[src/hw/rtl/wvc_pkg.sv]
package wvc_pkg;

  // Defaults for the top-level parameters
  localparam int MAX_EXTENT_DEF = 16;
  localparam int DATA_WIDTH_DEF = 64;

  // Fixed field widths
  localparam int COORD_W    = 16;
  localparam int SIZE_W     = 5;
  localparam int OP_W       = 2;
  localparam int STATUS_W   = 2;
  localparam int ADDR_W     = 5;
  localparam int PDATA_W    = 32;
  localparam int FIFO_DEPTH = 4;

  typedef enum logic [OP_W-1:0] {
    OP_WRITE = 2'd0,
    OP_READ  = 2'd1,
    OP_CLEAR = 2'd2
  } op_t;

  typedef enum logic [STATUS_W-1:0] {
    ST_OK      = 2'd0,
    ST_OUTSIDE = 2'd1,
    ST_EMPTY   = 2'd2
  } status_t;

  typedef enum logic [2:0] {
    REG_ORIGIN_X = 3'd0,
    REG_ORIGIN_Y = 3'd1,
    REG_ORIGIN_Z = 3'd2,
    REG_SIZE_X   = 3'd3,
    REG_SIZE_Y   = 3'd4,
    REG_SIZE_Z   = 3'd5
  } reg_idx_t;

  typedef enum logic {
    BK_RUN   = 1'b0,
    BK_SWEEP = 1'b1
  } back_state_t;

  // Window registers as seen by the front end; sizes are already clamped
  typedef struct packed {
    logic [COORD_W-1:0] origin_x;
    logic [COORD_W-1:0] origin_y;
    logic [COORD_W-1:0] origin_z;
    logic [SIZE_W-1:0]  size_x;
    logic [SIZE_W-1:0]  size_y;
    logic [SIZE_W-1:0]  size_z;
  } cfg_t;

  // Index width for n values, never below one bit
  function automatic int bits_for(input int n);
    return (n > 1) ? $clog2(n) : 1;
  endfunction

endpackage

[src/hw/rtl/wvc_regs.sv]
module wvc_regs #(
  parameter int MAX_EXTENT = wvc_pkg::MAX_EXTENT_DEF
) (
  input  logic                        clk,
  input  logic                        rst,
  input  logic                        psel,
  input  logic                        penable,
  input  logic                        pwrite,
  input  logic [wvc_pkg::ADDR_W-1:0]  paddr,
  input  logic [wvc_pkg::PDATA_W-1:0] pwdata,
  output logic [wvc_pkg::PDATA_W-1:0] prdata,
  output logic                        pready,
  output wvc_pkg::cfg_t               cfg
);

  logic                        wr_en;
  wvc_pkg::reg_idx_t           reg_sel;
  logic [wvc_pkg::SIZE_W-1:0]  wsize;
  logic [wvc_pkg::SIZE_W-1:0]  wsize_clamped;

  assign pready  = 1'b1;
  assign wr_en   = psel && penable && pwrite;
  assign reg_sel = wvc_pkg::reg_idx_t'(paddr[4:2]);

  // Limit an extent to the largest window the store holds
  assign wsize         = pwdata[wvc_pkg::SIZE_W-1:0];
  assign wsize_clamped = (int'(wsize) > MAX_EXTENT) ? wvc_pkg::SIZE_W'(MAX_EXTENT) : wsize;

  // Take a register write transfer
  always_ff @(posedge clk) begin
    if (rst) begin
      cfg <= '0;
    end else if (wr_en) begin
      case (reg_sel)
        wvc_pkg::REG_ORIGIN_X: cfg.origin_x <= pwdata[wvc_pkg::COORD_W-1:0];
        wvc_pkg::REG_ORIGIN_Y: cfg.origin_y <= pwdata[wvc_pkg::COORD_W-1:0];
        wvc_pkg::REG_ORIGIN_Z: cfg.origin_z <= pwdata[wvc_pkg::COORD_W-1:0];
        wvc_pkg::REG_SIZE_X:   cfg.size_x   <= wsize_clamped;
        wvc_pkg::REG_SIZE_Y:   cfg.size_y   <= wsize_clamped;
        wvc_pkg::REG_SIZE_Z:   cfg.size_z   <= wsize_clamped;
        default: ;
      endcase
    end
  end

  // Return the addressed register
  always_comb begin
    case (reg_sel)
      wvc_pkg::REG_ORIGIN_X: prdata = wvc_pkg::PDATA_W'(cfg.origin_x);
      wvc_pkg::REG_ORIGIN_Y: prdata = wvc_pkg::PDATA_W'(cfg.origin_y);
      wvc_pkg::REG_ORIGIN_Z: prdata = wvc_pkg::PDATA_W'(cfg.origin_z);
      wvc_pkg::REG_SIZE_X:   prdata = wvc_pkg::PDATA_W'(cfg.size_x);
      wvc_pkg::REG_SIZE_Y:   prdata = wvc_pkg::PDATA_W'(cfg.size_y);
      wvc_pkg::REG_SIZE_Z:   prdata = wvc_pkg::PDATA_W'(cfg.size_z);
      default:               prdata = '0;
    endcase
  end

endmodule

[config.mk]
export PLATFORM = sky130hd
export DESIGN_NAME = wvc_regs
export DESIGN_NICKNAME = d
export VERILOG_FILES = /design/src/hw/rtl/wvc_pkg.sv /design/src/hw/rtl/wvc_regs.sv
export SDC_FILE = /design/constraint.sdc
export NUM_CORES = 1
export LEC_CHECK = 0
export BUFFER_PORTS_ARGS = -buffer_cell sky130_fd_sc_hd__buf_4
export CAP_MARGIN = 20
export CORE_MARGIN = 8
export CORE_UTILIZATION = 50
export DETAILED_ROUTE_END_ITERATION = 10
export PLACE_DENSITY = 0.83
export SETUP_SLACK_MARGIN = 0.02
export SYNTH_ARGS = -nofsm -noshare
export SYNTH_HDL_FRONTEND = slang
export SYNTH_SLANG_ARGS = --single-unit
[constraint.sdc]
create_clock -name clk -period 2.5 [get_ports clk]
set_input_delay 0.125 -clock clk [delete_from_list [all_inputs] [get_ports clk]]
set_output_delay 0.125 -clock clk [all_outputs]
set_load 0.02 [all_outputs]
==> impl_metrics.ini <==
[sta]
rsz0062_at_grt = no
final.min_clock_period_ns = 1.82
final_hold_viol_count = 0
worst_slew_pin_slew_ns = 0.951
setup_viol_count_final = 0
holdWs_ns = 0.0569
skew_ns = 0
slew_viol_final = 0
setup_tns_ns = 0
relSlewSlack = 0.365
min_period_over_period = 0.727
fmax_mhz = 550

[yosys]
synth-edff-count = 0
ys_async_sr_fraction = 0
yosys_warnings = 0
ys_ff_latch = 63
synth_area_um2 = 3330
avgSynthCellArea_um2 = 9.70
netlist_instances = 343
ys.flop_type = dfxtp_1
yosysSeqAreaShare = 0.379
synth_cell_type_count = 33

[detailed_routing]
wl_mm = 9.14
wl_per_cell_um = 17.9
drt_iter0_markers = 109
vias = 2741
viasPerCell = 5.39
ant_nets = 0
drcViolationCount = 0
drtPass1Iterations = 4

[finish]
diodes = 0
final_nets = 470
syn2layout_area_growth_pct = 26.0
largest_register_ff_count = 63
stdcell_count = 509
layout_common_cells = buf_4 (104), nand2b_1 (64), dfxtp_1 (63)
top_regs = cfg: 63 flops
largest-register = cfg
drive_gt1_frac = 0.317
layout_commonest_cell = buf_4

[floorplan]
ios = 138
start_util = 0.521
core_region_area_um2 = 6390
row_count = 29
dieHeight_um = 97.6
die_w_um = 97.6
dieArea_um2 = 9520

[placement]
portBuffers = 102
placed_cells = 494
post-dp-hpwl_mm = 6.50
place.gp.congestion = 0.794

[cts]
h-tree-depth = 3
post_cts_resized = 0
cts_tree = built
post_cts_buffers = 0
clkLatencyLatePin_ns = 0.33
clock-sinks = 63
cts_buffers = 9
root_buffer = clkbuf_8
clockBufferDepth = 2
clk_pin_slew_ns = 0.07
holdBufCountCts = 0

[setup_path]
start_kind = primary input
end_kind = output port
cp_data_required_time_ns = 2.38
critPathKind = primary input to output port
path_max_fanout = 27
arrival_ns = 1.69

[grt]
track_usage = 0.190
grt_max_degree = 84
grt-ovfl-total = 0
grt_pass1_wl_mm = 14.9
grt_pass1_vias = 2858
antenna_found_initial = 0

[run]
maxCapViolCount = 0

[outcome]
status = complete, no violations

[worst_hold_path]
hold_class = primary input to flop

[power]
leakagePower_nw = 2.07
powerDensity_nw_per_um2 = 535
peakVddDrop_uv = 407
Yosys cell counts (3+ instances only):
cell | instances | area share
nor2b_1 | 4 | 0.0075
mux2i_1 | 60 | 0.18
clkbuf_1 | 12 | 0.014
or3b_2 | 4 | 0.011
a21oi_1 | 17 | 0.026
nand3_1 | 16 | 0.024
o21ai_0 | 16 | 0.024
buf_4 | 18 | 0.041
buf_6 | 7 | 0.024
nor2_1 | 11 | 0.012
a22oi_1 | 3 | 0.0068
a2bb2oi_1 | 13 | 0.034
mux2_2 | 6 | 0.020
dfxtp_1 | 63 | 0.38
buf_2 | 6 | 0.0090
nand2b_1 | 64 | 0.12
stage by stage:
stage	instance area (um^2)	total power [mW]	utilization	setup slack, ns
after floorplan	3380	1.21	-	1.26
after global placement	3960	1.25	0.620	0.709
after detailed placement	3960	1.25	0.620	0.658
after CTS	4190	2.26	0.657	0.658
after global routing	4190	2.33	0.657	0.509
final	4190	2.24	0.657	0.683
final cells by class:
cell class	count	area (um^2)
Fill cell	523	2190
Multi-Input combinational cell	249	1820
Clock inverter	3	65.1
Inverter	1	3.75
Sequential cell	63	1260
Tap cell	77	96.3
Timing Repair Buffer	104	781
Clock buffer	12	165
where the power goes:
group          internal [mW]  leakage, nW  switching, mW
Combinational         0.0844         1.45          0.133
Clock                  0.636        0.118          0.376
Sequential              1.01        0.508        0.00557
metal layers:
layer / up-vias / part of all wire / track usage
met3: 9 / 0.052 / 0.0434
met5: - / 0 / 0
li1: 1331 / - / -
met1: 1316 / 0.42 / 0.221
met4: 0 / 0.013 / 0.0804
met2: 85 / 0.51 / 0.324
logic make-up (layout without fill, tap and decap cells):
family,Yosys count,after routing,synth area share
AOI/OAI and AO/OA,54,54,0.102
muxes,68,68,0.214
buffers and inverters,46,120,0.0906
and+or+nand+nor,110,110,0.211
other,2,17,0.00226
DFF,63,63,0.379
final timing paths:
path	start	to	slack, ns	cells after the start
min reg2reg	cfg[1]	cfg[1]	0.49	2
max	paddr[2]	prdata[10]	0.68	5
min	pwdata[10]	cfg[25]	0.06	3
max reg2reg	cfg[26]	cfg[26]	1.80	2
critical path, stage by stage:
cell and delay, ns:
buf_4 0.29, nor2b_1 0.81, a2bb2oi_1 0.16, nor2_1 0.14, buf_4 0.16
(Power assumes the default switching activity.)
