--- src/hw/rtl/wvc_pkg.sv ---
package wvc_pkg;

  // Defaults for the top-level parameters
  localparam int MAX_EXTENT_DEF = 16;
  localparam int DATA_WIDTH_DEF = 64;

  // Fixed field widths
  localparam int COORD_W    = 16;
  localparam int SIZE_W     = 5;
  localparam int OP_W       = 2;
  localparam int STATUS_W   = 2;
  localparam int ADDR_W     = 5;
  localparam int PDATA_W    = 32;
  localparam int FIFO_DEPTH = 4;

  typedef enum logic [OP_W-1:0] {
    OP_WRITE = 2'd0,
    OP_READ  = 2'd1,
    OP_CLEAR = 2'd2
  } op_t;

  typedef enum logic [STATUS_W-1:0] {
    ST_OK      = 2'd0,
    ST_OUTSIDE = 2'd1,
    ST_EMPTY   = 2'd2
  } status_t;

  typedef enum logic [2:0] {
    REG_ORIGIN_X = 3'd0,
    REG_ORIGIN_Y = 3'd1,
    REG_ORIGIN_Z = 3'd2,
    REG_SIZE_X   = 3'd3,
    REG_SIZE_Y   = 3'd4,
    REG_SIZE_Z   = 3'd5
  } reg_idx_t;

  typedef enum logic {
    BK_RUN   = 1'b0,
    BK_SWEEP = 1'b1
  } back_state_t;

  // Window registers as seen by the front end; sizes are already clamped
  typedef struct packed {
    logic [COORD_W-1:0] origin_x;
    logic [COORD_W-1:0] origin_y;
    logic [COORD_W-1:0] origin_z;
    logic [SIZE_W-1:0]  size_x;
    logic [SIZE_W-1:0]  size_y;
    logic [SIZE_W-1:0]  size_z;
  } cfg_t;

  // Index width for n values, never below one bit
  function automatic int bits_for(input int n);
    return (n > 1) ? $clog2(n) : 1;
  endfunction

endpackage

--- src/hw/rtl/wvc_front.sv ---
module wvc_front #(
  parameter int MAX_EXTENT = wvc_pkg::MAX_EXTENT_DEF,
  parameter int DATA_WIDTH = wvc_pkg::DATA_WIDTH_DEF,
  localparam int IW = wvc_pkg::bits_for(MAX_EXTENT),
  localparam int TW = wvc_pkg::bits_for(MAX_EXTENT * MAX_EXTENT),
  localparam int AW = wvc_pkg::bits_for(MAX_EXTENT * MAX_EXTENT * MAX_EXTENT)
) (
  input  logic                        clk,
  input  logic                        rst,
  input  logic                        accept,
  input  logic [wvc_pkg::OP_W-1:0]    operation,
  input  logic [wvc_pkg::COORD_W-1:0] cell_x,
  input  logic [wvc_pkg::COORD_W-1:0] cell_y,
  input  logic [wvc_pkg::COORD_W-1:0] cell_z,
  input  logic [DATA_WIDTH-1:0]       write_data,
  input  wvc_pkg::cfg_t               cfg,
  output logic                        push,
  output logic [wvc_pkg::OP_W-1:0]    push_op,
  output logic                        push_inside,
  output logic [AW-1:0]               push_idx,
  output logic [DATA_WIDTH-1:0]       push_data,
  output logic [1:0]                  inflight
);

  localparam int CW = wvc_pkg::COORD_W;
  localparam int SW = wvc_pkg::SIZE_W;

  logic signed [CW:0] dx_full, dy_full, dz_full;
  logic               in_x, in_y, in_z;

  logic                         s1_valid;
  logic [wvc_pkg::OP_W-1:0]     s1_op;
  logic                         s1_inside;
  logic [IW-1:0]                s1_dx, s1_dy, s1_dz;
  logic [DATA_WIDTH-1:0]        s1_data;

  logic                         s2_valid;
  logic [wvc_pkg::OP_W-1:0]     s2_op;
  logic                         s2_inside;
  logic [IW-1:0]                s2_dx;
  logic [TW-1:0]                s2_t;
  logic [DATA_WIDTH-1:0]        s2_data;

  logic [SW+IW-1:0]             yz_prod;
  logic [SW+TW-1:0]             xt_prod;

  // Offsets from the window corner, exact in one extra bit
  assign dx_full = $signed({cell_x[CW-1], cell_x}) - $signed({cfg.origin_x[CW-1], cfg.origin_x});
  assign dy_full = $signed({cell_y[CW-1], cell_y}) - $signed({cfg.origin_y[CW-1], cfg.origin_y});
  assign dz_full = $signed({cell_z[CW-1], cell_z}) - $signed({cfg.origin_z[CW-1], cfg.origin_z});

  // Inside when not negative and below the extent
  assign in_x = !dx_full[CW] && (dx_full[CW-1:0] < CW'(cfg.size_x));
  assign in_y = !dy_full[CW] && (dy_full[CW-1:0] < CW'(cfg.size_y));
  assign in_z = !dz_full[CW] && (dz_full[CW-1:0] < CW'(cfg.size_z));

  // Stage 1: classify the item against the window
  always_ff @(posedge clk) begin
    if (rst) begin
      s1_valid <= 1'b0;
    end else begin
      s1_valid <= accept;
    end
  end

  always_ff @(posedge clk) begin
    if (accept) begin
      s1_op     <= operation;
      s1_inside <= in_x && in_y && in_z;
      s1_dx     <= dx_full[IW-1:0];
      s1_dy     <= dy_full[IW-1:0];
      s1_dz     <= dz_full[IW-1:0];
      s1_data   <= write_data;
    end
  end

  // Stage 2: fold z into the y row
  assign yz_prod = (SW+IW)'(cfg.size_y) * (SW+IW)'(s1_dz);

  always_ff @(posedge clk) begin
    if (rst) begin
      s2_valid <= 1'b0;
    end else begin
      s2_valid <= s1_valid;
    end
  end

  always_ff @(posedge clk) begin
    if (s1_valid) begin
      s2_op     <= s1_op;
      s2_inside <= s1_inside;
      s2_dx     <= s1_dx;
      s2_t      <= TW'(yz_prod) + TW'(s1_dy);
      s2_data   <= s1_data;
    end
  end

  // Final cell index, pushed into the queue with the item
  assign xt_prod     = (SW+TW)'(cfg.size_x) * (SW+TW)'(s2_t);
  assign push        = s2_valid;
  assign push_op     = s2_op;
  assign push_inside = s2_inside;
  assign push_idx    = AW'(xt_prod) + AW'(s2_dx);
  assign push_data   = s2_data;
  assign inflight    = 2'(s1_valid) + 2'(s2_valid);

endmodule

--- config.mk ---
export PLATFORM = sky130hd
export DESIGN_NAME = wvc_front
export DESIGN_NICKNAME = d
export VERILOG_FILES = /design/src/hw/rtl/wvc_pkg.sv /design/src/hw/rtl/wvc_front.sv
export SDC_FILE = /design/constraint.sdc
export NUM_CORES = 1
export LEC_CHECK = 0
export BUFFER_PORTS_ARGS = -buffer_cell sky130_fd_sc_hd__buf_4
export CORE_UTILIZATION = 30
export DETAILED_ROUTE_END_ITERATION = 8
export SETUP_SLACK_MARGIN = 0.15
export SYNTH_ARGS = -nofsm -noshare
export SYNTH_HDL_FRONTEND = slang
export SYNTH_SLANG_ARGS = --single-unit
--- constraint.sdc ---
create_clock -name clk -period 3.77 [get_ports clk]
set_input_delay 0.377 -clock clk [delete_from_list [all_inputs] [get_ports clk]]
set_output_delay 0.377 -clock clk [all_outputs]
set_load 0.03 [all_outputs]
==> results.txt <==
----------------------------------------------------
[Outcome]
  Status ... finished with violations
  Violated checks ... setup timing

[Synth]
  Count of different cell masters after synthesis ... 77
  Sequential share of the synthesized area ... 49.3%
  Post-synth EDFFs ... between 150 and 200
  Synthesized netlist cell count ... 815
  Prevailing post-synth register cell ... sky130_fd_sc_hd__edfxtp_1
  Post-synthesis sequential element count ... 160
  Asr flop ratio synth ... 0%
  Avg Inst Size Synth ... 11.9 um^2
  Syn_nets ... 1129
  Total number of yosys warnings ... 0
  Syn Std Cell Area ... 9700 um^2

[GRT]
  M3 GR Usage ... between 2 and 3%
  Overflow after GRT ... 0
  Via count of the first global-routing pass ... 7275
  Antenna violations before repair ... 0
  First-pass GRT wire length ... approximately 39 mm
  Met1 routing resource usage after global routing ... 20.0%
  Total track usage ... about 15%
  M2 GR Usage ... 25.6%
  Pin count of the biggest net entering global routing ... 46
  Busiest metal layer after global routing ... met2

[CTS]
  Hold Buf Count CTS ... 0
  CTS Buf Count ... 17
  H-tree level count ... 4
  TritonCTS clock tree ... yes
  Clock-pin slew on the worst setup and hold paths ... 0.08 ns
  Sink count of the clock tree ... 160
  Insertion delay of the later-clocked pin in the worst-skew pair ... 0.42 ns
  Max Buffers Root-to-Sink ... 2
  Root buf cell ... sky130_fd_sc_hd__clkbuf_16

[Critical path]
  Maximum net fanout on the critical path ... 5
  Start-to-end type of the worst setup path ... flop to output port
  Type of origin of the critical path ... flop
  CP endpoint kind ... output port
  Cell family with the largest share of critical-path delay ... adder cells
  R2R depth ... 14
  Slowest cell delay on critical path ... 0.51 ns
  Setup slack on the worst flop-to-flop path ... between 0.3 and 0.4 ns
  Crit path cell chain ... nand2_1, fa_1, inv_1, ha_1, inv_2, fa_1, inv_1, ha_1, a21o_1, a21oi_4, o21ai_2, a21oi_4, o21ai_2, a21o_1, a21oi_2, xnor2_2, buf_6
  Slowest cell on crit path ... sky130_fd_sc_hd__fa_1
  Crit Reg-Reg Endpoint ... s2_t[7]$_DFFE_PP_
  Critical path arrival ... roughly 4 ns
  Buffers plus inverters on the worst setup path ... 4
  Reg-to-reg startpoint ... s1_dz[3]$_DFFE_PP_
  Required time of the critical path ... around 3.4 ns

[Drt]
  Detail Route Antenna Nets ... 0
  Routed vias ... 7248
  DRC viols ... 0
  First drt pass iteration count ... 5
  Drt wl/cell ... 15.9 um
  Drt total wl ... 24.7 mm
  DRC violation total after the first TritonRoute iteration ... 415
  Via-per-instance ratio ... approximately 4.7

[Power and ir drop]
  Peak ir drop on the vdd network ... 0.465 mV
  Leakage Power ... 6.02 nW
  Total Power ... 7.63 mW
  Pwr Density ... 571 nW/um^2

[Hold path]
  Launch point of the worst hold path ... rst
  Min-Delay Path Depth ... 2
  Hold/Removal Path Class ... input port to flop
  Worst min-delay path endpoint ... s1_valid$_SDFF_PP0_

[Placement]
  Final weighted congestion in routability-driven placement ... 0.902
  Post-detail-place hpwl ... 20.1 mm
  Dpl cells ... ~1500
  Number of input and output port buffers inserted ... 261
  Total placed instance area ... between 10000 and 15000 um^2

[Floorplan]
  Number of placement rows ... 65
  Initial Util ... 30.6%
  Number of top-level pins ... 262
  Area of the core ... between 30000 and 40000 um^2
  X dimension of the die ... 182 um
  Total die area ... 33100 um^2
  Die height ... 182 um

[STA]
  Final slew viol count ... 0
  Hold Violations, Final ... 0
  Worst clock skew on the final layout ... roughly 0.015 ns
  Worst slew pin tran ... 0.651 ns
  Worst slew slack as a fraction of its limit ... 55.5%
  Final-report setup violation count ... 7
  Max Clk Rate ... 230 MHz
  Setup slack of the critical path after layout ... -0.575 ns
  Final clock period utilization by the worst path ... 115%
  RSZ-0062 raised after global routing ... yes
  Crit path time final ... 4.35 ns

[Final layout]
  Area added between synthesis and finish ... 37.6%
  ANT cells ... 0
  Final cell count without fillers ... 1555
  Share of final-layout standard cells stronger than drive strength 1 ... 34.1%
  Final core utilization ... 42.1%
  Net total in the final layout ... between 1000 and 1500
  Final non-filler cell area ... 13300 um^2

[Run]
  Count of maximum capacitance violations ... 0

----------------------------------------------------
## state kept, by name (all words and copies together), names as in the netlist
name         flops
s1_dx            4
s2_t             8
push_op          2
s1_data         64
s1_inside        1
s1_valid         1
push             1
s1_dz            4
push_data       64
push_inside      1
s2_dx            4
s1_op            2
s1_dy            4
## stage by stage
stage	setup TNS (ns)	setup slack [ns]	hold WS (ns)
floorplan	0	0.0286	0.400
global placement	-0.430	-0.222	0.400
detailed placement	-0.564	-0.265	0.405
CTS	-2.73	-0.577	0.0830
global route	-4.03	-0.753	0.0845
finish	-2.85	-0.575	0.106
## layout make-up
| class | count | area [um^2] |
|---|---|---|
| Clock buffer | 17 | 425 |
| Clock inverter | 15 | 180 |
| Fill cell | 3039 | 18400 |
| Inverter | 135 | 507 |
| Multi-Input combinational cell | 516 | 4570 |
| Sequential cell | 160 | 4790 |
| Tap cell | 402 | 503 |
| Timing Repair Buffer | 310 | 2380 |
## metal layers
layer	part of all wire [%]	routed length, um	up-vias
li1	-	-	3581
met5	0	0	-
met2	48	11800	276
met4	0.98	243	0
met1	46	11300	3375
met3	5.6	1390	16
## synth_stat cells (3+ instances only)
library cell,number,area (um^2)
sky130_fd_sc_hd__a2111oi_0,4,35.0
sky130_fd_sc_hd__a211oi_1,4,30.0
sky130_fd_sc_hd__a21boi_0,5,37.5
sky130_fd_sc_hd__a21o_1,10,75.1
sky130_fd_sc_hd__a21oi_1,33,165
sky130_fd_sc_hd__a221oi_1,3,26.3
sky130_fd_sc_hd__a2bb2oi_1,3,26.3
sky130_fd_sc_hd__a31oi_1,4,25.0
sky130_fd_sc_hd__and2_1,40,250
sky130_fd_sc_hd__and3_1,6,37.5
sky130_fd_sc_hd__clkbuf_1,3,11.3
sky130_fd_sc_hd__edfxtp_1,158,4740
sky130_fd_sc_hd__fa_1,32,641
sky130_fd_sc_hd__ha_1,102,1280
sky130_fd_sc_hd__inv_1,133,499
sky130_fd_sc_hd__nand2_1,40,150
sky130_fd_sc_hd__nand2b_1,9,56.3
sky130_fd_sc_hd__nand3_1,6,30.0
sky130_fd_sc_hd__nand3b_1,4,30.0
sky130_fd_sc_hd__nand4_1,5,31.3
sky130_fd_sc_hd__nor2_1,33,124
sky130_fd_sc_hd__nor2b_1,12,75.1
sky130_fd_sc_hd__nor3_1,12,60.1
sky130_fd_sc_hd__nor3b_1,5,37.5
sky130_fd_sc_hd__nor4_1,4,25.0
sky130_fd_sc_hd__o2111ai_1,6,52.6
sky130_fd_sc_hd__o211ai_1,6,45.0
sky130_fd_sc_hd__o21a_1,9,67.6
sky130_fd_sc_hd__o21ai_0,26,130
sky130_fd_sc_hd__o21bai_1,4,30.0
sky130_fd_sc_hd__o31a_1,3,26.3
sky130_fd_sc_hd__o31ai_1,3,22.5
sky130_fd_sc_hd__or3_1,3,18.8
sky130_fd_sc_hd__xnor2_1,24,210
sky130_fd_sc_hd__xor2_1,4,35.0
## worst max path at each step
stage                      startpoint      endpoint  slack, ns  depth (start not counted)
global route        s2_t[2]$_DFFE_PP_  push_idx[11]      -0.75                         17
finish              s2_t[3]$_DFFE_PP_  push_idx[11]      -0.58                         17
global placement              cfg[12]  push_idx[10]      -0.22                         16
detailed placement            cfg[12]  push_idx[10]      -0.26                         16
floorplan                     cfg[14]  push_idx[10]       0.03                         15
CTS                 s2_t[2]$_DFFE_PP_  push_idx[11]      -0.58                         17
## report_power, final
group	internal (mW)	switching (mW)
clock	0.901	0.809
sequential	2.16	0.0715
combinational	1.78	1.91
## logic make-up after synthesis
kind of cell,after synthesis,share of synthesized area (%)
simple gates,197,11.2
flops,160,49.3
compound gates,151,11.1
buf+inv,139,5.39
fa+ha+maj,134,19.8
xor+xnor,28,2.53
mux,6,0.709
## worst reg2reg max path: stages, from the launching register on
cell and delay (ns):
sky130_fd_sc_hd__edfxtp_1 0.38, sky130_fd_sc_hd__nand2_1 0.09, sky130_fd_sc_hd__fa_1 0.54, sky130_fd_sc_hd__inv_1 0.05, sky130_fd_sc_hd__fa_1 0.52, sky130_fd_sc_hd__inv_1 0.05, sky130_fd_sc_hd__fa_1 0.50, sky130_fd_sc_hd__inv_1 0.06
sky130_fd_sc_hd__ha_4 0.25, sky130_fd_sc_hd__a21oi_1 0.15, sky130_fd_sc_hd__nor2_1 0.06, sky130_fd_sc_hd__nor2_1 0.16, sky130_fd_sc_hd__o21bai_1 0.09, sky130_fd_sc_hd__a21oi_1 0.16, sky130_fd_sc_hd__xnor2_1 0.09
## cells in the final DEF (no fill, tap or decap), types with 5 or more instances in the layout
cell type	Yosys	layout
sky130_fd_sc_hd__nor2_1	33	31
sky130_fd_sc_hd__nor2b_1	12	11
sky130_fd_sc_hd__ha_1	102	98
sky130_fd_sc_hd__inv_1	133	129
sky130_fd_sc_hd__clkbuf_16	0	17
sky130_fd_sc_hd__inv_8	0	6
sky130_fd_sc_hd__nand2_1	40	36
sky130_fd_sc_hd__o211ai_1	6	6
sky130_fd_sc_hd__xnor2_1	24	18
sky130_fd_sc_hd__a21oi_1	33	29
sky130_fd_sc_hd__o2111ai_1	6	6
sky130_fd_sc_hd__and3_1	6	6
sky130_fd_sc_hd__nand4_1	5	5
sky130_fd_sc_hd__xnor2_2	0	6
sky130_fd_sc_hd__fa_1	32	31
sky130_fd_sc_hd__o21ai_0	26	22
sky130_fd_sc_hd__a21o_1	10	10
sky130_fd_sc_hd__nand3_1	6	6
sky130_fd_sc_hd__buf_4	0	297
sky130_fd_sc_hd__and2_1	40	38
sky130_fd_sc_hd__nand2b_1	9	9
sky130_fd_sc_hd__buf_6	0	13
sky130_fd_sc_hd__o21a_1	9	9
sky130_fd_sc_hd__edfxtp_1	158	158
sky130_fd_sc_hd__nor3b_1	5	5
sky130_fd_sc_hd__nor3_1	12	12
sky130_fd_sc_hd__inv_2	2	6
## repair_timing
| action | CTS | global route |
|---|---|---|
| pin swaps | 18 | 16 |
| endpoints found under the hold margin | 0 | 0 |
| resized for setup | 29 | 8 |
| buffers inserted | 9 | 5 |
| setup endpoints to repair | 8 | 11 |
Note: power is estimated with default switching activity, not from simulation.
