--- src/hw/rtl/wvc_pkg.sv ---
package wvc_pkg;

  // Defaults for the top-level parameters
  localparam int MAX_EXTENT_DEF = 16;
  localparam int DATA_WIDTH_DEF = 64;

  // Fixed field widths
  localparam int COORD_W    = 16;
  localparam int SIZE_W     = 5;
  localparam int OP_W       = 2;
  localparam int STATUS_W   = 2;
  localparam int ADDR_W     = 5;
  localparam int PDATA_W    = 32;
  localparam int FIFO_DEPTH = 4;

  typedef enum logic [OP_W-1:0] {
    OP_WRITE = 2'd0,
    OP_READ  = 2'd1,
    OP_CLEAR = 2'd2
  } op_t;

  typedef enum logic [STATUS_W-1:0] {
    ST_OK      = 2'd0,
    ST_OUTSIDE = 2'd1,
    ST_EMPTY   = 2'd2
  } status_t;

  typedef enum logic [2:0] {
    REG_ORIGIN_X = 3'd0,
    REG_ORIGIN_Y = 3'd1,
    REG_ORIGIN_Z = 3'd2,
    REG_SIZE_X   = 3'd3,
    REG_SIZE_Y   = 3'd4,
    REG_SIZE_Z   = 3'd5
  } reg_idx_t;

  typedef enum logic {
    BK_RUN   = 1'b0,
    BK_SWEEP = 1'b1
  } back_state_t;

  // Window registers as seen by the front end; sizes are already clamped
  typedef struct packed {
    logic [COORD_W-1:0] origin_x;
    logic [COORD_W-1:0] origin_y;
    logic [COORD_W-1:0] origin_z;
    logic [SIZE_W-1:0]  size_x;
    logic [SIZE_W-1:0]  size_y;
    logic [SIZE_W-1:0]  size_z;
  } cfg_t;

  // Index width for n values, never below one bit
  function automatic int bits_for(input int n);
    return (n > 1) ? $clog2(n) : 1;
  endfunction

endpackage

--- src/hw/rtl/wvc_fifo.sv ---
module wvc_fifo #(
  parameter int WIDTH = 8,
  parameter int DEPTH = wvc_pkg::FIFO_DEPTH,
  localparam int PW = wvc_pkg::bits_for(DEPTH),
  localparam int CW = $clog2(DEPTH + 1)
) (
  input  logic             clk,
  input  logic             rst,
  input  logic             push,
  input  logic [WIDTH-1:0] push_entry,
  input  logic             pop,
  output logic [WIDTH-1:0] head_entry,
  output logic             empty,
  output logic [CW-1:0]    count
);

  logic [WIDTH-1:0] slots [DEPTH];
  logic [PW-1:0]    head, tail;

  assign empty      = (count == '0);
  assign head_entry = slots[head];

  // Store at the tail
  always_ff @(posedge clk) begin
    if (push) begin
      slots[tail] <= push_entry;
    end
  end

  // Advance pointers and the fill count
  always_ff @(posedge clk) begin
    if (rst) begin
      head  <= '0;
      tail  <= '0;
      count <= '0;
    end else begin
      if (push) begin
        tail <= (tail == PW'(DEPTH - 1)) ? '0 : tail + 1'b1;
      end
      if (pop) begin
        head <= (head == PW'(DEPTH - 1)) ? '0 : head + 1'b1;
      end
      if (push && !pop) begin
        count <= count + 1'b1;
      end else if (pop && !push) begin
        count <= count - 1'b1;
      end
    end
  end

  a_no_overflow: assert property (@(posedge clk) disable iff (rst)
    (push && !pop) |-> (count != CW'(DEPTH)))
    else $error("queue push while full");

  a_no_underflow: assert property (@(posedge clk) disable iff (rst)
    pop |-> !empty)
    else $error("queue pop while empty");

  a_count_bounded: assert property (@(posedge clk) disable iff (rst)
    count <= CW'(DEPTH))
    else $error("queue fill count above depth");

endmodule

--- config.mk ---
export PLATFORM = sky130hd
export DESIGN_NAME = wvc_fifo
export DESIGN_NICKNAME = d
export VERILOG_FILES = /design/src/hw/rtl/wvc_pkg.sv /design/src/hw/rtl/wvc_fifo.sv
export SDC_FILE = /design/constraint.sdc
export NUM_CORES = 1
export LEC_CHECK = 0
export BUFFER_PORTS_ARGS = -buffer_cell sky130_fd_sc_hd__buf_2
export CELL_PAD_IN_SITES_DETAIL_PLACEMENT = 1
export CELL_PAD_IN_SITES_GLOBAL_PLACEMENT = 2
export CORE_ASPECT_RATIO = 1.75
export CORE_UTILIZATION = 43
export DETAILED_ROUTE_END_ITERATION = 8
export PLACE_DENSITY_LB_ADDON = 0.1
export SLEW_MARGIN = 20
export SYNTH_ARGS = -nofsm -noshare
export SYNTH_HDL_FRONTEND = slang
export SYNTH_SLANG_ARGS = --single-unit
--- constraint.sdc ---
create_clock -name clk -period 4.8 [get_ports clk]
set_clock_uncertainty 0.2 [all_clocks]
set_input_delay 0 -clock clk [delete_from_list [all_inputs] [get_ports clk]]
set_output_delay 0 -clock clk [all_outputs]
set_load 0.02 [all_outputs]
==> summary.txt, run 1 <==
Power and ir drop
  • Leak pwr: 0.749 nW
  • Worst VDD drop: 0.248 mV
  • Net switching share of the total power: 22.8%
  • Clk pwr share: 33.4%
  • Internal power contribution: ~0.6 mW
  • Sequential share of power: between 50% and 60%
  • Net Switching: 0.176 mW
  • Power density over the cells: 391 nW/um^2
  • Logic pwr share: 12.6%
  • Total power: 0.772 mW

Global routing
  • Global-route wire length before repair: 3870 microns
  • Number of antenna violations at the first check in global routing: 0
  • Largest net degree at the start of global routing: 14
  • Remaining global-route overflow: 0
  • All-Layer GR Usage: 15.2%
  • Via count of the first global-routing pass: around 870

Timing
  • Total count of max-transition violations in the final report: 0
  • Fin crit period: 1950 ps
  • Measured slew at the worst slew-check pin: 546 ps
  • Highest attainable clock frequency: ~0.51 GHz
  • Post-route worst hold slack: about 260 ps
  • Final setup slack of the worst path: 2850 ps
  • Unrepaired setup endpoints after global routing: false
  • Fraction of the cycle the final worst path needs: 40.7%
  • Number of hold violations in the final report: 0
  • Final-layout setup total negative slack: 0 ps
  • Endpoints failing setup: 0
  • Relative max-transition margin: 63.5%

Floorplan
  • Area enclosed by the die boundary: 3960 sq um
  • Die width: 48.0 microns
  • Initial core utilization: 45.9%
  • Top-level I/O count: 24
  • Core area: 3470 sq um
  • Die H: 82.5 microns
  • Cell row count: 28

Critical path
  • Kind of critical path: in -> reg
  • R2r endpoint: count[2]$_SDFFE_PP0P_
  • Signal arrival time at the worst endpoint: 1970 ps
  • Crit. End Element: flop
  • Startpoint class of the critical path: primary input
  • Max Fanout on Critical Path: 3
  • Reg2reg start: count[0]$_SDFFE_PP0P_
  • Register-to-Register Path Depth: 4
  • Worst reg-to-reg setup slack: 3120 ps
  • Required time at the worst-slack endpoint: roughly 4800 ps

Logic synthesis
  • Post-synth cell types: 17
  • Xor/xnor share of the synthesized area: 1.10%
  • Largest family of logic cells by synthesized area: multiplexers
  • Complex-gate fraction of the synthesized area: 1.26%
  • Post-synthesis sequential element count: just over 40
  • Synth warn: 0
  • Synthesized Nets: 105
  • Netlist Area Pre-Place: 1590 sq um
  • Multiplexer share of the synthesized area: 13.2%
  • Share of synthesized area occupied by flip-flops and latches: between 70% and 80%
  • Syn Area/Cell: 18.5 sq um
  • Synth Area in Adders: 5.97%
  • Number of instances in the synthesized netlist: 86
  • Simple-Gate Fraction of Synth Area: 4.63%

Placement
  • Placed cell areas: 1750 sq um
  • Detailed placer's ending HPWL: 1810 microns
  • Worst slack at placement: approximately 3100 ps
  • Number of placed instances with taps included: 152
  • Final GP Congestion: 0.675
  • Number of I/O port buffers: 23

Clock tree
  • Resize count post-CTS: 0
  • Clock tree from TritonCTS: built
  • # H-tree levels: 2
  • Clock latency at the later pin of the worst-skew pair: 280 ps
  • Number of sinks on the clock net: 41
  • Cts bufs inserted: 5
  • Bufs on Longest Clock Path: 2
  • Clock-pin slew of the registers on the worst-case setup and hold paths: ~80 ps
  • CTS root buffer: sky130_fd_sc_hd__clkbuf_8

Cells and area
  • Syn-to-layout area delta: 23.8%
  • Post-layout nets: approximately 140
  • Inserted Diodes: 0
  • Layout cells sized above 1: 31.0%
  • Share of the core filled with cells: ~57%
  • Final cell count without fillers: 171
  • Post-route standard cell area excluding fillers: approximately 2000 sq um

Min path
  • Endpoint of the worst hold path: slots[0][4]$_DFFE_PP_
  • Hold Crit Start: push_entry[4]
  • Worst Hold Path Cells: 2
  • Min-Delay Path Class: in -> reg

Status
  • Run status: finished, final reports clean

Route
  • Number of remaining DRC errors: 0
  • Antenna Nets Post-Route: 0
  • Via count: around 830
  • Via density: 4.83
  • Routed wire length per instance: 14.5 microns
  • Total detailed-routing wirelength: 2490 microns
  • Number of DRC markers after the initial detailed-route iteration: 3
  • First-pass detailed-route iteration total: 2

Flow run
  • Max-cap violations: 0
cells in the final DEF, fill, tap and decap left out:
| cell | count |
|---|---|
| sky130_fd_sc_hd__a21oi_1 | 3 |
| sky130_fd_sc_hd__and2_1 | 4 |
| sky130_fd_sc_hd__buf_2 | 23 |
| sky130_fd_sc_hd__clkbuf_16 | 1 |
| sky130_fd_sc_hd__clkbuf_8 | 6 |
| sky130_fd_sc_hd__dfxtp_1 | 9 |
| sky130_fd_sc_hd__dlygate4sd3_1 | 11 |
| sky130_fd_sc_hd__edfxtp_1 | 32 |
| sky130_fd_sc_hd__fa_1 | 1 |
| sky130_fd_sc_hd__ha_1 | 6 |
| sky130_fd_sc_hd__inv_1 | 5 |
| sky130_fd_sc_hd__inv_4 | 1 |
| sky130_fd_sc_hd__mux2i_1 | 3 |
| sky130_fd_sc_hd__mux4_2 | 8 |
| sky130_fd_sc_hd__nor2_1 | 6 |
| sky130_fd_sc_hd__nor3_1 | 1 |
| sky130_fd_sc_hd__nor3b_1 | 2 |
| sky130_fd_sc_hd__o21ai_0 | 1 |
| sky130_fd_sc_hd__or3_1 | 1 |
| sky130_fd_sc_hd__xor2_1 | 2 |
worst max-delay path, cell delays in order:
cell	delay [ps]
sky130_fd_sc_hd__dlygate4sd3_1	530
sky130_fd_sc_hd__buf_2	140
sky130_fd_sc_hd__inv_1	80
sky130_fd_sc_hd__ha_1	180
sky130_fd_sc_hd__inv_1	60
sky130_fd_sc_hd__fa_1	370
sky130_fd_sc_hd__xor2_1	170
sky130_fd_sc_hd__or3_1	310
sky130_fd_sc_hd__a21oi_1	140
how the worst max path moves through the flow:
| stage | startpoint | end | slack, ps | cells past startpoint |
|---|---|---|---|---|
| final | pop | count[2]$_SDFFE_PP0P_ | 2850 | 9 |
| after detailed placement | pop | count[2]$_SDFFE_PP0P_ | 3090 | 8 |
| after global routing | flop | head_entry[2] | 2770 | 2 |
| after global placement | pop | count[2]$_SDFFE_PP0P_ | 3130 | 8 |
| after floorplan | count[0]$_SDFFE_PP0P_ | count[2]$_SDFFE_PP0P_ | 3120 | 4 |
| after CTS | flop | head_entry[4] | 2850 | 2 |
power groups by stage:
stage	Clock (mW)	Sequential [mW]	Combinational, mW
global route	0.276	0.420	0.108
CTS	0.265	0.418	0.0988
global placement	0	0.424	0.0895
finish	0.258	0.417	0.0972
detailed placement	0	0.426	0.0916
floorplan	0	0.424	0.0609
registers in the layout, indices dropped and copies added (netlist names), named ones only:
register and count:
count 3, slots 32, head 2, tail 2
final cells by class:
| class | count | area (sq um) |
|---|---|---|
| clock buffers | 7 | 108 |
| clock inverters | 1 | 6.26 |
| fillers | 326 | 1500 |
| inverters | 5 | 18.8 |
| multi-input cells | 38 | 417 |
| flip-flops and latches | 41 | 1140 |
| well taps | 45 | 56.3 |
| repair buffers | 34 | 225 |
logic make-up after synthesis:
group,Yosys count
AOI/OAI and AO/OA,4
xor gates and xnor gates,2
adders and majority gates,7
buffers and inverters,7
DFF,41
muxes,11
and+or+nand+nor,14
per-layer routing:
metal  global-route usage [%]  vias up  wire length, microns
met3                     3.26        5                    78
li1                         -      400                     -
met2                     27.0       21                  1400
met5                        0        -                     0
met1                     14.5      400                   952
met4                     10.0        0                    56
cells in the mapped netlist:
cell type,number,share of area [%]
sky130_fd_sc_hd__a21oi_1,3,0.94
sky130_fd_sc_hd__and2_1,4,1.6
sky130_fd_sc_hd__buf_6,1,0.71
sky130_fd_sc_hd__clkbuf_2,1,0.31
sky130_fd_sc_hd__dfxtp_1,9,11
sky130_fd_sc_hd__edfxtp_1,32,60
sky130_fd_sc_hd__fa_1,1,1.3
sky130_fd_sc_hd__ha_1,6,4.7
sky130_fd_sc_hd__inv_1,5,1.2
sky130_fd_sc_hd__mux2i_1,3,1.9
sky130_fd_sc_hd__mux4_2,8,11
sky130_fd_sc_hd__nor2_1,6,1.4
sky130_fd_sc_hd__nor3_1,1,0.31
sky130_fd_sc_hd__nor3b_1,2,0.94
sky130_fd_sc_hd__o21ai_0,1,0.31
sky130_fd_sc_hd__or3_1,1,0.39
sky130_fd_sc_hd__xor2_1,2,1.1
what timing repair did:
| item | 4_1_cts | 5_1_grt |
|---|---|---|
| buffers inserted | 0 | 0 |
| hold endpoints to repair | 41 | 0 |
| hold buffers | 11 | 0 |
(Power assumes the default switching activity.)
==> run 2: changes to the inputs <==
Settings changed: ABC_AREA set to 1, CORE_UTILIZATION 43 to 37.
Clock period 4.8 ns to 1.91 ns, I/O delays scaled along.
==> summary.txt, run 2 <==
Logic synthesis
  • Most repeated cell in the gate-level netlist after synthesis: sky130_fd_sc_hd__edfxtp_1
  • Syn Area/Cell: 12.3 sq um (-34%)
  • Post-synth cell types: 19 (+2)
  • Post-synth EDFFs: 32 (unchanged)
  • Number of instances in the synthesized netlist: 134 (+56%)
  • Most used standard cells in the synthesized netlist: 32 x sky130_fd_sc_hd__edfxtp_1, 22 x sky130_fd_sc_hd__nor2_1, 15 x sky130_fd_sc_hd__inv_1, 15 x sky130_fd_sc_hd__o21ai_0, 9 x sky130_fd_sc_hd__dfxtp_1
  • Most instantiated flip-flop cell in the synthesis netlist: sky130_fd_sc_hd__edfxtp_1
  • Netlist Area Pre-Place: 1650 sq um (+3.4%)
  • Ys async rst share: 0% (unchanged)
  • Cell types occupying the most area after synthesis: sky130_fd_sc_hd__edfxtp_1 58%, sky130_fd_sc_hd__dfxtp_1 11%, sky130_fd_sc_hd__nor2_1 5.0%
  • Post-synthesis sequential element count: 41 (unchanged)
  • Synthesized Nets: 153 (+46%)
  • Cell type contributing the most total cell area after synthesis: sky130_fd_sc_hd__edfxtp_1
  • Share of synthesized area occupied by flip-flops and latches: 69.3% (-2.3 points)
  • Synth warn: 0 (unchanged)
  • Yosys top cell area share: 58.4% (-2.0 points)

Global routing
  • Remaining global-route overflow: 0 (unchanged)
  • Largest net degree at the start of global routing: 17 (+3)
  • Global-route wire length before repair: 5080 microns (+31%)
  • Via count of the first global-routing pass: 1100 (+27%)
  • All-Layer GR Usage: 15.4% (+0.22 points)
  • Number of antenna violations at the first check in global routing: 0 (unchanged)

Critical path
  • Startpoint class of the critical path: flop
  • Max Fanout on Critical Path: 16 (+13)
  • Kind of critical path: reg -> out
  • Signal arrival time at the worst endpoint: 1600 ps (-370 ps)
  • Crit. End Element: primary output
  • Required time at the worst-slack endpoint: 1710 ps (-3110 ps)

Floorplan
  • Initial core utilization: 39.3% (-6.6 points)
  • Die H: 90.2 microns (+9.4%)
  • Area enclosed by the die boundary: 4730 sq um (+19%)
  • Cell row count: 31 (+11%)
  • Die width: 52.4 microns (+9.2%)
  • Core area: 4190 sq um (+21%)
  • Top-level I/O count: 24 (unchanged)

Min path
  • Min-Delay Path Class: in -> reg

Clock tree
  • Clock-pin slew of the registers on the worst-case setup and hold paths: 80 ps (about the same)
  • Clock latency at the later pin of the worst-skew pair: 290 ps (about the same)
  • Number of sinks on the clock net: 41 (unchanged)
  • Bufs on Longest Clock Path: 2 (unchanged)
  • CTS root buffer: sky130_fd_sc_hd__clkbuf_8
  • Clock tree from TritonCTS: built
  • # H-tree levels: 2 (unchanged)
  • Cts bufs inserted: 5 (unchanged)

Power and ir drop
  • Total power: 1.86 mW (+140%)
  • Leak pwr: 0.809 nW (+8.1%)
  • Power density over the cells: 929 nW/um^2 (+140%)
  • Worst VDD drop: 0.423 mV (+70%)

Timing
  • Final-layout setup total negative slack: 0 ps (unchanged)
  • Endpoints failing setup: 0 (unchanged)
  • Final setup slack of the worst path: 105 ps (-2740 ps)
  • Total count of max-transition violations in the final report: 0 (unchanged)
  • Measured slew at the worst slew-check pin: 409 ps (-137 ps)
  • Unrepaired setup endpoints after global routing: false
  • Fin crit period: 1800 ps
  • Fraction of the cycle the final worst path needs: 94.5%
  • Highest attainable clock frequency: 0.554 GHz
  • Post-route worst hold slack: 252 ps (-11.2 ps)
  • Relative max-transition margin: 72.7% (+9.2 points)
  • Number of hold violations in the final report: 0 (unchanged)

Flow run
  • Max-cap violations: 0 (unchanged)

Route
  • Via density: 4.97 (+3.0%)
  • Total detailed-routing wirelength: 3300 microns (+33%)
  • Number of remaining DRC errors: 0 (unchanged)
  • Routed wire length per instance: 14.7 microns (+1.3%)
  • First-pass detailed-route iteration total: 4 (+2)
  • Antenna Nets Post-Route: 0 (unchanged)
  • Via count: 1114 (+35%)
  • Number of DRC markers after the initial detailed-route iteration: 16 (+13)

Cells and area
  • Commonest cells after routing, fill and taps aside: 32 x sky130_fd_sc_hd__edfxtp_1, 23 x sky130_fd_sc_hd__buf_2, 22 x sky130_fd_sc_hd__nor2_1, 15 x sky130_fd_sc_hd__inv_1, 15 x sky130_fd_sc_hd__o21ai_0
  • Post-layout nets: 193 (+34%)
  • Inserted Diodes: 0 (unchanged)
  • Layout cells sized above 1: 19.4% (-12 points)
  • Leading registers by flop count: slots (32), count (3)
  • Post-route standard cell area excluding fillers: 2000 sq um (+1.3%)
  • Syn-to-layout area delta: 21.4%
  • Largest register by flop count: slots
  • Number of flip-flops under the largest register name: 32 (unchanged)
  • Most frequent standard cell in the layout excluding fill and tap cells: sky130_fd_sc_hd__edfxtp_1

Placement
  • Final GP Congestion: 0.647 (-4.2%)
  • Number of I/O port buffers: 23 (unchanged)
  • Detailed placer's ending HPWL: 2370 microns (+31%)
  • Placed cell areas: 1810 sq um (+3.4%)
  • Worst slack at placement: 384 ps (-2700 ps)

Status
  • Run status: finished, final reports clean
[run 2: changes by cell type in the layout (fill, tap and decap cells not counted), sizes merged, moves of 2 or more]
cell,change
nor3b,-2
inv,+10
mux2i,-3
nor3,+2
nor2,+18
nand2,+8
and2,-4
o22ai,+8
o21ai,+18
mux4,-8
[run 2: cell type report]
| cell class | instances | area [sq um] |
|---|---|---|
| Timing Repair Buffer | 35 | 233 |
| Multi-Input combinational cell | 75 | 423 |
| Clock inverter | 1 | 3.75 |
| Tap cell | 49 | 61.3 |
| Clock buffer | 7 | 76.3 |
| Inverter | 16 | 60.1 |
| Sequential cell | 41 | 1140 |
| Fill cell | 460 | 2190 |
[run 2: worst paths after layout]
kind / from / endpoint / slack (ps) / cells after the start
setup / recovery: flop / head_entry[3] / 110 / 4
hold / removal: push_entry[5] / slots[0][5]$_DFFE_PP_ / 250 / 2
setup reg to reg: tail[0]$_SDFFE_PP0P_ / slots[3][5]$_DFFE_PP_ / 400 / 3
hold reg to reg: tail[1]$_SDFFE_PP0P_ / tail[1]$_SDFFE_PP0P_ / 340 / 2
[run 2: metrics by stage]
stage	util (%)	instances
after detailed placement	43.2	205
after floorplan	-	134
after global routing	47.7	224
final	47.7	224
after CTS	47.7	224
after global placement	43.2	205
[run 2: routing by layer]
layer	routed length, microns	GRT usage [%]	share of wire [%]	vias up
met5	0	0	0	-
met4	70	6.58	2.1	0
met3	95	3.72	2.9	6
met2	1910	29.1	58	21
met1	1230	14.5	37	543
li1	-	-	-	544
[run 2: where the power goes]
part           switching [mW]  total [mW]  internal (mW)
Sequential             0.0355        1.05           1.01
Combinational           0.175       0.280          0.105
Clock                   0.275       0.529          0.254
[run 2: what timing repair did]
item | in CTS | in global routing
hold endpoints to repair | 41 | 0
hold buffers | 11 | 0
buffers inserted | 0 | 0
gates resized for setup | 0 | 0
[run 2: kinds of logic (layout without fill, tap and decap cells)]
family | Yosys count | count (layout) | synth area share (%)
AOI/OAI and AO/OA | 30 | 30 | 10.2
xor gates and xnor gates | 1 | 1 | 0.532
adders and majority gates | 7 | 7 | 5.78
buffers and inverters | 18 | 59 | 5.01
DFF | 41 | 41 | 69.3
and+or+nand+nor | 37 | 37 | 9.19
[run 2: worst max-delay path, cell delays in order (launching register included)]
cell                      delay (ps)
sky130_fd_sc_hd__dfxtp_1         570
sky130_fd_sc_hd__inv_2           240
sky130_fd_sc_hd__o21ai_0         230
sky130_fd_sc_hd__o22ai_1         100
sky130_fd_sc_hd__buf_2           170
